[src/rtl/core/lpg_pkg.sv]
// Shared types and constants of the line pixel generator.
package lpg_pkg;

  localparam int COORD_BITS = 12;
  localparam int COLOR_BITS = 32;
  localparam logic [COLOR_BITS-1:0] LINE_COLOR_RESET = 32'hFF00_0000;

  typedef struct packed {
    logic [COORD_BITS-1:0] x_a;
    logic [COORD_BITS-1:0] y_a;
    logic [COORD_BITS-1:0] x_b;
    logic [COORD_BITS-1:0] y_b;
    logic [COORD_BITS-1:0] step_index;
  } lpg_in_t;

  typedef struct packed {
    logic [COORD_BITS-1:0] pixel_x;
    logic [COORD_BITS-1:0] pixel_y;
    logic [COLOR_BITS-1:0] pixel_color;
    logic                  in_span;
    logic                  is_last;
  } lpg_out_t;

  // side data carried alongside the divider
  typedef struct packed {
    logic                  x_major;
    logic                  neg;
    logic [COORD_BITS-1:0] s_min;
    logic [COORD_BITS-1:0] major;
    logic                  in_span;
    logic                  is_last;
  } lpg_tag_t;

  localparam int TAG_BITS = $bits(lpg_tag_t);

endpackage

[src/rtl/core/lpg_divider.sv]
// Pipelined restoring divider, one quotient bit per stage, with side tag.
module lpg_divider #(
  parameter int WIDTH    = lpg_pkg::COORD_BITS,
  parameter int TAG_BITS = lpg_pkg::TAG_BITS
) (
  input  logic                  clk,
  input  logic                  rst,
  input  logic                  in_valid,
  output logic                  in_ready,
  input  logic [2*WIDTH-1:0]    in_dividend,
  input  logic [WIDTH-1:0]      in_divisor,
  input  logic [TAG_BITS-1:0]   in_tag,
  output logic                  out_valid,
  input  logic                  out_ready,
  output logic [WIDTH-1:0]      out_quotient,
  output logic [TAG_BITS-1:0]   out_tag
);

  // Dividend's upper half must already be below the divisor (quotient fits WIDTH).
  // Work word: upper half remainder, lower half dividend bits then quotient bits.
  logic [2*WIDTH-1:0]  w   [0:WIDTH];
  logic [WIDTH-1:0]    dvs [0:WIDTH];
  logic [TAG_BITS-1:0] tag [0:WIDTH];
  logic                vld [0:WIDTH];
  logic                rdy [0:WIDTH];

  always_ff @(posedge clk) begin
    if (rst) begin
      vld[0] <= 1'b0;
    end else if (rdy[0]) begin
      vld[0] <= in_valid;
    end
    if (rdy[0]) begin
      w[0]   <= in_dividend;
      dvs[0] <= in_divisor;
      tag[0] <= in_tag;
    end
  end

  genvar k;
  generate
    for (k = 0; k < WIDTH; k++) begin : g_step
      logic [WIDTH:0]     trial;
      logic [WIDTH:0]     diff;
      logic               ge;
      logic [WIDTH-1:0]   rem_next;
      logic [2*WIDTH-1:0] w_next;

      assign rdy[k]   = !vld[k] || rdy[k+1];
      assign trial    = {w[k][2*WIDTH-1:WIDTH], w[k][WIDTH-1]};
      assign ge       = trial >= {1'b0, dvs[k]};
      assign diff     = trial - {1'b0, dvs[k]};
      assign rem_next = ge ? diff[WIDTH-1:0] : trial[WIDTH-1:0];
      assign w_next   = {rem_next, w[k][WIDTH-2:0], ge};

      always_ff @(posedge clk) begin
        if (rst) begin
          vld[k+1] <= 1'b0;
        end else if (rdy[k+1]) begin
          vld[k+1] <= vld[k];
        end
        if (rdy[k+1]) begin
          w[k+1]   <= w_next;
          dvs[k+1] <= dvs[k];
          tag[k+1] <= tag[k];
        end
      end
    end
  endgenerate

  assign rdy[WIDTH]   = !vld[WIDTH] || out_ready;
  assign in_ready     = rdy[0];
  assign out_valid    = vld[WIDTH];
  assign out_quotient = w[WIDTH][WIDTH-1:0];
  assign out_tag      = tag[WIDTH];

  generate
    for (k = 0; k < WIDTH; k++) begin : g_check
      a_rem_below: assert property (@(posedge clk) disable iff (rst)
        vld[k] |-> (w[k][2*WIDTH-1:WIDTH] < dvs[k]))
        else $error("divider remainder not below divisor");
    end
  endgenerate

  a_div_nonzero: assert property (@(posedge clk) disable iff (rst)
    vld[0] |-> (dvs[0] != '0))
    else $error("divider fed a zero divisor");

  a_reset_empty: assert property (@(posedge clk)
    rst |=> !out_valid)
    else $error("divider output valid straight after reset");

endmodule

[src/rtl/core/line_pixel_generator_core.sv]
// Top level of the line pixel generator: one line pixel per item, fully pipelined.
//
// Each item gives two endpoints and a step index; the block returns the pixel at that
// step along the major axis (x when the x span is larger, otherwise y), with the minor
// coordinate start + delta*step/span rounded toward zero, plus in-span and last-pixel
// flags and the current line colour. One item is accepted per clock and one result
// leaves per clock while out_stall is low. The pipeline holds three setup/multiply
// stages, one input register and COORD_BITS one-bit stages of the restoring divider,
// and the output register. The divider depth sets the latency.
// The user must write the colour register only while the block is empty; the block does not enforce this.
module line_pixel_generator_core (
  input  logic                              clk,
  input  logic                              rst,
  input  logic                              in_valid,
  output logic                              in_stall,
  input  lpg_pkg::lpg_in_t                  in_item,
  output logic                              out_valid,
  input  logic                              out_stall,
  output lpg_pkg::lpg_out_t                 out_item,
  input  logic                              cfg_write_en,
  input  logic [lpg_pkg::COLOR_BITS-1:0]    cfg_write_data
);

  localparam int C = lpg_pkg::COORD_BITS;

  // colour register
  logic [lpg_pkg::COLOR_BITS-1:0] line_color;

  always_ff @(posedge clk) begin
    if (rst) begin
      line_color <= lpg_pkg::LINE_COLOR_RESET;
    end else if (cfg_write_en) begin
      line_color <= cfg_write_data;
    end
  end

  // ---------------------------------------------------------------------
  // Stage A: spans, major axis choice, coordinates sorted into major/minor
  // ---------------------------------------------------------------------
  logic         a_valid, a_ready;
  logic         a_x_major;
  logic [C-1:0] a_maj_a, a_maj_b, a_min_a, a_min_b, a_step;

  logic [C-1:0] dx, dy;
  logic         x_major_c;

  always_comb begin
    dx = (in_item.x_a > in_item.x_b) ? in_item.x_a - in_item.x_b : in_item.x_b - in_item.x_a;
    dy = (in_item.y_a > in_item.y_b) ? in_item.y_a - in_item.y_b : in_item.y_b - in_item.y_a;
    x_major_c = dx > dy;   // ties go to y
  end

  always_ff @(posedge clk) begin
    if (rst) begin
      a_valid <= 1'b0;
    end else if (a_ready) begin
      a_valid <= in_valid;
    end
    if (a_ready) begin
      a_x_major <= x_major_c;
      a_maj_a   <= x_major_c ? in_item.x_a : in_item.y_a;
      a_maj_b   <= x_major_c ? in_item.x_b : in_item.y_b;
      a_min_a   <= x_major_c ? in_item.y_a : in_item.x_a;
      a_min_b   <= x_major_c ? in_item.y_b : in_item.x_b;
      a_step    <= in_item.step_index;
    end
  end

  // ---------------------------------------------------------------------
  // Stage B: order endpoints, span, signed minor delta, flags, major coord
  // ---------------------------------------------------------------------
  logic         b_valid, b_ready;
  logic [C-1:0] b_mag, b_div, b_step;
  lpg_pkg::lpg_tag_t b_tag;

  logic         swap;
  logic [C-1:0] s_maj, e_maj, s_min, e_min, span;
  logic [C:0]   delta;

  always_comb begin
    swap  = a_maj_a > a_maj_b;   // equal major coords keep A as start
    s_maj = swap ? a_maj_b : a_maj_a;
    e_maj = swap ? a_maj_a : a_maj_b;
    s_min = swap ? a_min_b : a_min_a;
    e_min = swap ? a_min_a : a_min_b;
    span  = e_maj - s_maj;
    delta = {1'b0, e_min} - {1'b0, s_min};
  end

  always_ff @(posedge clk) begin
    if (rst) begin
      b_valid <= 1'b0;
    end else if (b_ready) begin
      b_valid <= a_valid;
    end
    if (b_ready) begin
      // |delta| never exceeds the span, so it fits C bits
      b_mag         <= delta[C] ? C'(-delta) : delta[C-1:0];
      b_div         <= (span == '0) ? C'(1) : span;
      b_step        <= a_step;
      b_tag.x_major <= a_x_major;
      b_tag.neg     <= delta[C];
      b_tag.s_min   <= s_min;
      b_tag.major   <= s_maj + a_step;   // wraps past the edge
      b_tag.in_span <= a_step <= span;
      b_tag.is_last <= a_step == span;
    end
  end

  // ---------------------------------------------------------------------
  // Stage C: |delta| * step
  // ---------------------------------------------------------------------
  logic           c_valid, c_ready;
  logic [2*C-1:0] c_prod;
  logic [C-1:0]   c_div;
  lpg_pkg::lpg_tag_t c_tag;

  always_ff @(posedge clk) begin
    if (rst) begin
      c_valid <= 1'b0;
    end else if (c_ready) begin
      c_valid <= b_valid;
    end
    if (c_ready) begin
      c_prod <= b_mag * b_step;
      c_div  <= b_div;
      c_tag  <= b_tag;
    end
  end

  // ---------------------------------------------------------------------
  // Divider: magnitude quotient; truncation toward zero comes from
  // dividing magnitudes and applying the sign afterwards
  // ---------------------------------------------------------------------
  logic                          div_in_ready, div_out_valid, div_out_ready;
  logic [C-1:0]                  div_quot;
  logic [lpg_pkg::TAG_BITS-1:0]  div_tag_bits;
  lpg_pkg::lpg_tag_t             d_tag;

  lpg_divider #(
    .WIDTH    (C),
    .TAG_BITS (lpg_pkg::TAG_BITS)
  ) u_divider (
    .clk          (clk),
    .rst          (rst),
    .in_valid     (c_valid),
    .in_ready     (div_in_ready),
    .in_dividend  (c_prod),
    .in_divisor   (c_div),
    .in_tag       (c_tag),
    .out_valid    (div_out_valid),
    .out_ready    (div_out_ready),
    .out_quotient (div_quot),
    .out_tag      (div_tag_bits)
  );

  assign d_tag = lpg_pkg::lpg_tag_t'(div_tag_bits);

  // ---------------------------------------------------------------------
  // Output register: minor = start +/- quotient, map back to x/y
  // ---------------------------------------------------------------------
  logic [C-1:0] minor;

  always_comb begin
    minor = d_tag.neg ? d_tag.s_min - div_quot : d_tag.s_min + div_quot;
  end

  always_ff @(posedge clk) begin
    if (rst) begin
      out_valid <= 1'b0;
    end else if (div_out_ready) begin
      out_valid <= div_out_valid;
    end
    if (div_out_ready) begin
      out_item.pixel_x     <= d_tag.x_major ? d_tag.major : minor;
      out_item.pixel_y     <= d_tag.x_major ? minor : d_tag.major;
      out_item.pixel_color <= line_color;
      out_item.in_span     <= d_tag.in_span;
      out_item.is_last     <= d_tag.is_last;
    end
  end

  // a stage moves on when it is empty or the next stage moves
  assign div_out_ready = !out_valid || !out_stall;
  assign c_ready       = !c_valid || div_in_ready;
  assign b_ready       = !b_valid || c_ready;
  assign a_ready       = !a_valid || b_ready;
  assign in_stall      = !a_ready;

  a_last_in_span: assert property (@(posedge clk) disable iff (rst)
    out_valid && out_item.is_last |-> out_item.in_span)
    else $error("last pixel flagged outside span");

  a_stall_needs_item: assert property (@(posedge clk) disable iff (rst)
    in_stall |-> a_valid && b_valid && c_valid && out_valid)
    else $error("input stalled with an empty stage");

  a_reset_clear: assert property (@(posedge clk)
    rst |=> !out_valid && !in_stall)
    else $error("pipeline not empty after reset");

endmodule

[config.mk]
export PLATFORM = sky130hd
export DESIGN_NAME = line_pixel_generator_core
export DESIGN_NICKNAME = d
export VERILOG_FILES = /design/src/rtl/core/lpg_pkg.sv /design/src/rtl/core/lpg_divider.sv /design/src/rtl/core/line_pixel_generator_core.sv
export SDC_FILE = /design/constraint.sdc
export NUM_CORES = 2
export LEC_CHECK = 0
export ABC_AREA = 1
export ABC_CLOCK_PERIOD_IN_PS = 17550
export BUFFER_PORTS_ARGS = -buffer_cell sky130_fd_sc_hd__buf_4
export CAP_MARGIN = 20
export CORE_MARGIN = 2
export CORE_UTILIZATION = 35
export DETAILED_ROUTE_END_ITERATION = 10
export PLACE_DENSITY = 0.53
export SYNTH_ARGS = -nofsm -noshare
export SYNTH_HDL_FRONTEND = slang
export SYNTH_HIERARCHICAL = 1
export SYNTH_SLANG_ARGS = --single-unit
[constraint.sdc]
create_clock -name clk -period 17.55 [get_ports clk]
set_input_delay 2.6325 -clock clk [delete_from_list [all_inputs] [get_ports clk]]
set_output_delay 2.6325 -clock clk [all_outputs]
set_load 0.005 [all_outputs]
==> results.tsv <==
stage	metric	value	unit
outcome	status	completed	
global_route	grt_max_degree	67	
sta	fin_ws	9337	ps
setup_path	critPathKind	primary input to output pin	
placed_design	port_buffers	156	
synth	synth_compound_area_share	7.239	%
cts	cts_root_buf	clkbuf_16	
placed_design	dp_hpwl	84410	µm
synth	synth.distinct_cells	65	
setup_path	slowest_delay	340	ps
setup_path	cp-start-kind	primary input	
route	drtIter0Drc	1706	
synth	ys.flop_type	edfxtp_1	
sta	relSlewSlack	35.39	%
route	wirelength	109600	µm
synth	synth-seq-cells	1104	
route	wl_met2	57280	µm
die	num_rows	144	
cts	cts.sinks	1104	
cts	insertion_delay	740	ps
cts	cts_buffer_depth	3	
finish	area_growth	13.23	%
setup_path	crit_chain	buf_4 -> nand2_2 -> inv_1 -> nand4_4 -> nor2_4 -> nand4_4 -> nor2_4 -> nand4_4 -> buf_4 -> nor2_2 -> nand2_2 -> buf_4 -> inv_1 -> nand2_2 -> nor2_1 -> inv_2 -> nor2_1 -> buf_4	
route	wl_met1	45720	µm
synth	ys_seq_area_share	60.67	%
setup_path	crit_fanout	66	
global_route	grt_pass1_vias	32470	
finish	diodes	0	
sta	fin_tns_setup	0	ps
sta	hold_viol_final	0	
die	start_util	35.17	%
synth	synth-simple-area-share	11.49	%
min_path	hold_path.class	register to register	
placed_design	gp_congestion	0.8975	
cts	htree_levels	3	
cts	cts_buffers	110	
setup_path	required	14920	ps
setup_path	slowest_stage	buf_4	
synth	ys.warnings.count	6	
global_route	grt_pass1_wl	175200	µm
global_route	grt_usage	14.00	%
cts	holdBufCountCts	0	
sta	finClkSkew	56.34	ps
cts	postCtsSetupRepairBufs	0	
route	highest-signal-layer	met4	
run	cap_violations	0	
die	die-area	0.1576	mm²
die	die_y	397.0	µm
sta	max_freq	121.8	MHz
sta	rsz0062_at_grt	false	
die	ios	157	
synth	synth_top_family_by_area	adder cells	
finish	final_cell_mix	edfxtp_1 (1068), nand2_1 (783), inv_1 (697)	
setup_path	cp_common_cell	buf_4	
die	dieWidth	397.0	µm
synth	synth_edf_count	1068	
synth	synthCells	4597	
global_route	antenna_found_initial	1	
route	drtPass1Iterations	8	
route	route.vias.total	31730	
setup_path	cp-end-kind	output pin	
finish	layout-drive-gt1-share	10.82	%
cts	cts_resized	0	
route	drtAntennaViolNets	0	
sta	worst_slew_pin_slew	959.0	ps
sta	slew_violations	0	
placed_design	pre_cts_ws	9217	ps
die	design.core.area	0.1537	mm²
synth	synth_xor_area_share	2.947	%
synth	synth_nets	5125	
finish	final_common_cell	edfxtp_1	
route	wire_per_inst	15.81	µm
route	drc	0	
route	vias_per_cell	4.577	
synth	synthAdderAreaFrac	11.60	%
synth	postSynth.asyncResetShare	0	%
route	dr_wl_met3	3286	µm
cts	tritoncts	done	
sta	min_period_over_period	46.80	%
sta	fin_crit	8213	ps
synth	syn_avg_cell_area	11.76	µm²
synth	yosys-mux-area-fraction	0.1111	%
synth	synth_area	0.05405	mm²
finish	fin_nets	5324	
sta	report.final.setup_viol	0	
cts	clkTransAtPathRegs	60	ps
setup_path	critPathArrivalTime	5580	ps
global_route	overflow	0	
-- cell usage after synthesis (5+ instances only) --
library cell	n	share of area, %
buf_2	11	0.10
or2_2	20	0.23
o21bai_1	26	0.36
nand2_1	790	5.5
fa_1	117	4.3
buf_6	11	0.23
nor2_1	249	1.7
nand3_2	8	0.15
xnor2_1	63	1.0
nor3_1	31	0.29
or2_1	5	0.058
nor2_2	20	0.23
nand2_2	18	0.21
mux2i_1	6	0.11
or2_4	6	0.097
nor4_1	11	0.13
nand4_1	82	0.95
o21ai_0	196	1.8
nand3_1	129	1.2
inv_1	703	4.9
dfxtp_1	36	1.3
ha_1	314	7.3
o21ai_2	12	0.19
edfxtp_1	1068	59
o211ai_1	6	0.083
a21oi_2	41	0.66
buf_4	7	0.097
nand3_4	6	0.19
clkbuf_1	55	0.38
a21boi_2	11	0.23
nand3b_1	19	0.26
inv_2	14	0.097
a21oi_1	222	2.1
o31ai_1	8	0.11
a31oi_1	6	0.069
xor2_1	117	1.9
o21a_1	19	0.26
o21ai_1	62	0.57
a21o_1	25	0.35
-- worst max-delay path: cells and delay by family --
kind / cells / cell delay, ps
AND/OR/NAND/NOR: 11 / 1710
buffers and inverters: 7 / 1210
-- layout make-up --
class / instances / area, µm²
tap: 2044 / 2557
sequential: 1104 / 32790
inverter: 718 / 2698
clock buffer: 132 / 2855
multi-input combinational: 2686 / 18080
fill: 14570 / 92490
clock inverter: 73 / 855.8
timing repair buffer: 176 / 1361
-- kinds of logic (layout without fill, tap and decap cells) --
family,after synthesis,in the layout
simple gates,1407,1407
flops,1104,1104
buf+inv,807,1099
compound gates,661,661
fa+ha+maj,431,431
xor+xnor,181,181
mux,6,6
-- per-stage QoR --
step / cells / hold slack (ps) / utilization, % / instance area, µm²
after floorplan: 4597 / 400.3 / - / 54050
final: 6933 / 387.2 / 39.82 / 61200
after global routing: 6933 / 390.3 / 39.82 / 61200
after detailed placement: 6727 / 404.5 / 37.39 / 57460
after global placement: 6726 / 400.5 / 37.37 / 57430
after CTS: 6932 / 377.4 / 39.80 / 61170
-- state kept, by name (all words and copies together), names as in the netlist, 13 cells and up --
| register | cells |
|---|---|
| u_divider/tag | 364 |
| u_divider/w | 300 |
| u_divider/dvs | 144 |
| out_item | 58 |
| line_color | 32 |
| b_tag | 28 |
| c_tag | 28 |
| c_prod | 24 |
| u_divider/vld | 13 |
-- metal layers --
metal  track usage, %  vias up
met2            25.82      472
met4            4.658        0
met5                0        -
met1            16.49    15000
met3            2.183      185
li1                 -    16080
-- final timing paths --
path	startpoint	to	slack, ps	depth (start not counted)
worst max register to register	b_step[5]	c_prod[23]	11720	22
worst min register to register	u_divider/tag[7][12]	u_divider/tag[8][12]	390	0
worst min-delay path	u_divider/tag[7][12]	u_divider/tag[8][12]	390	0
worst max-delay path	out_stall	in_stall	9340	18
Power is not shown: default switching activity piles up to over one toggle a cycle in this logic, so the estimate is an artifact.
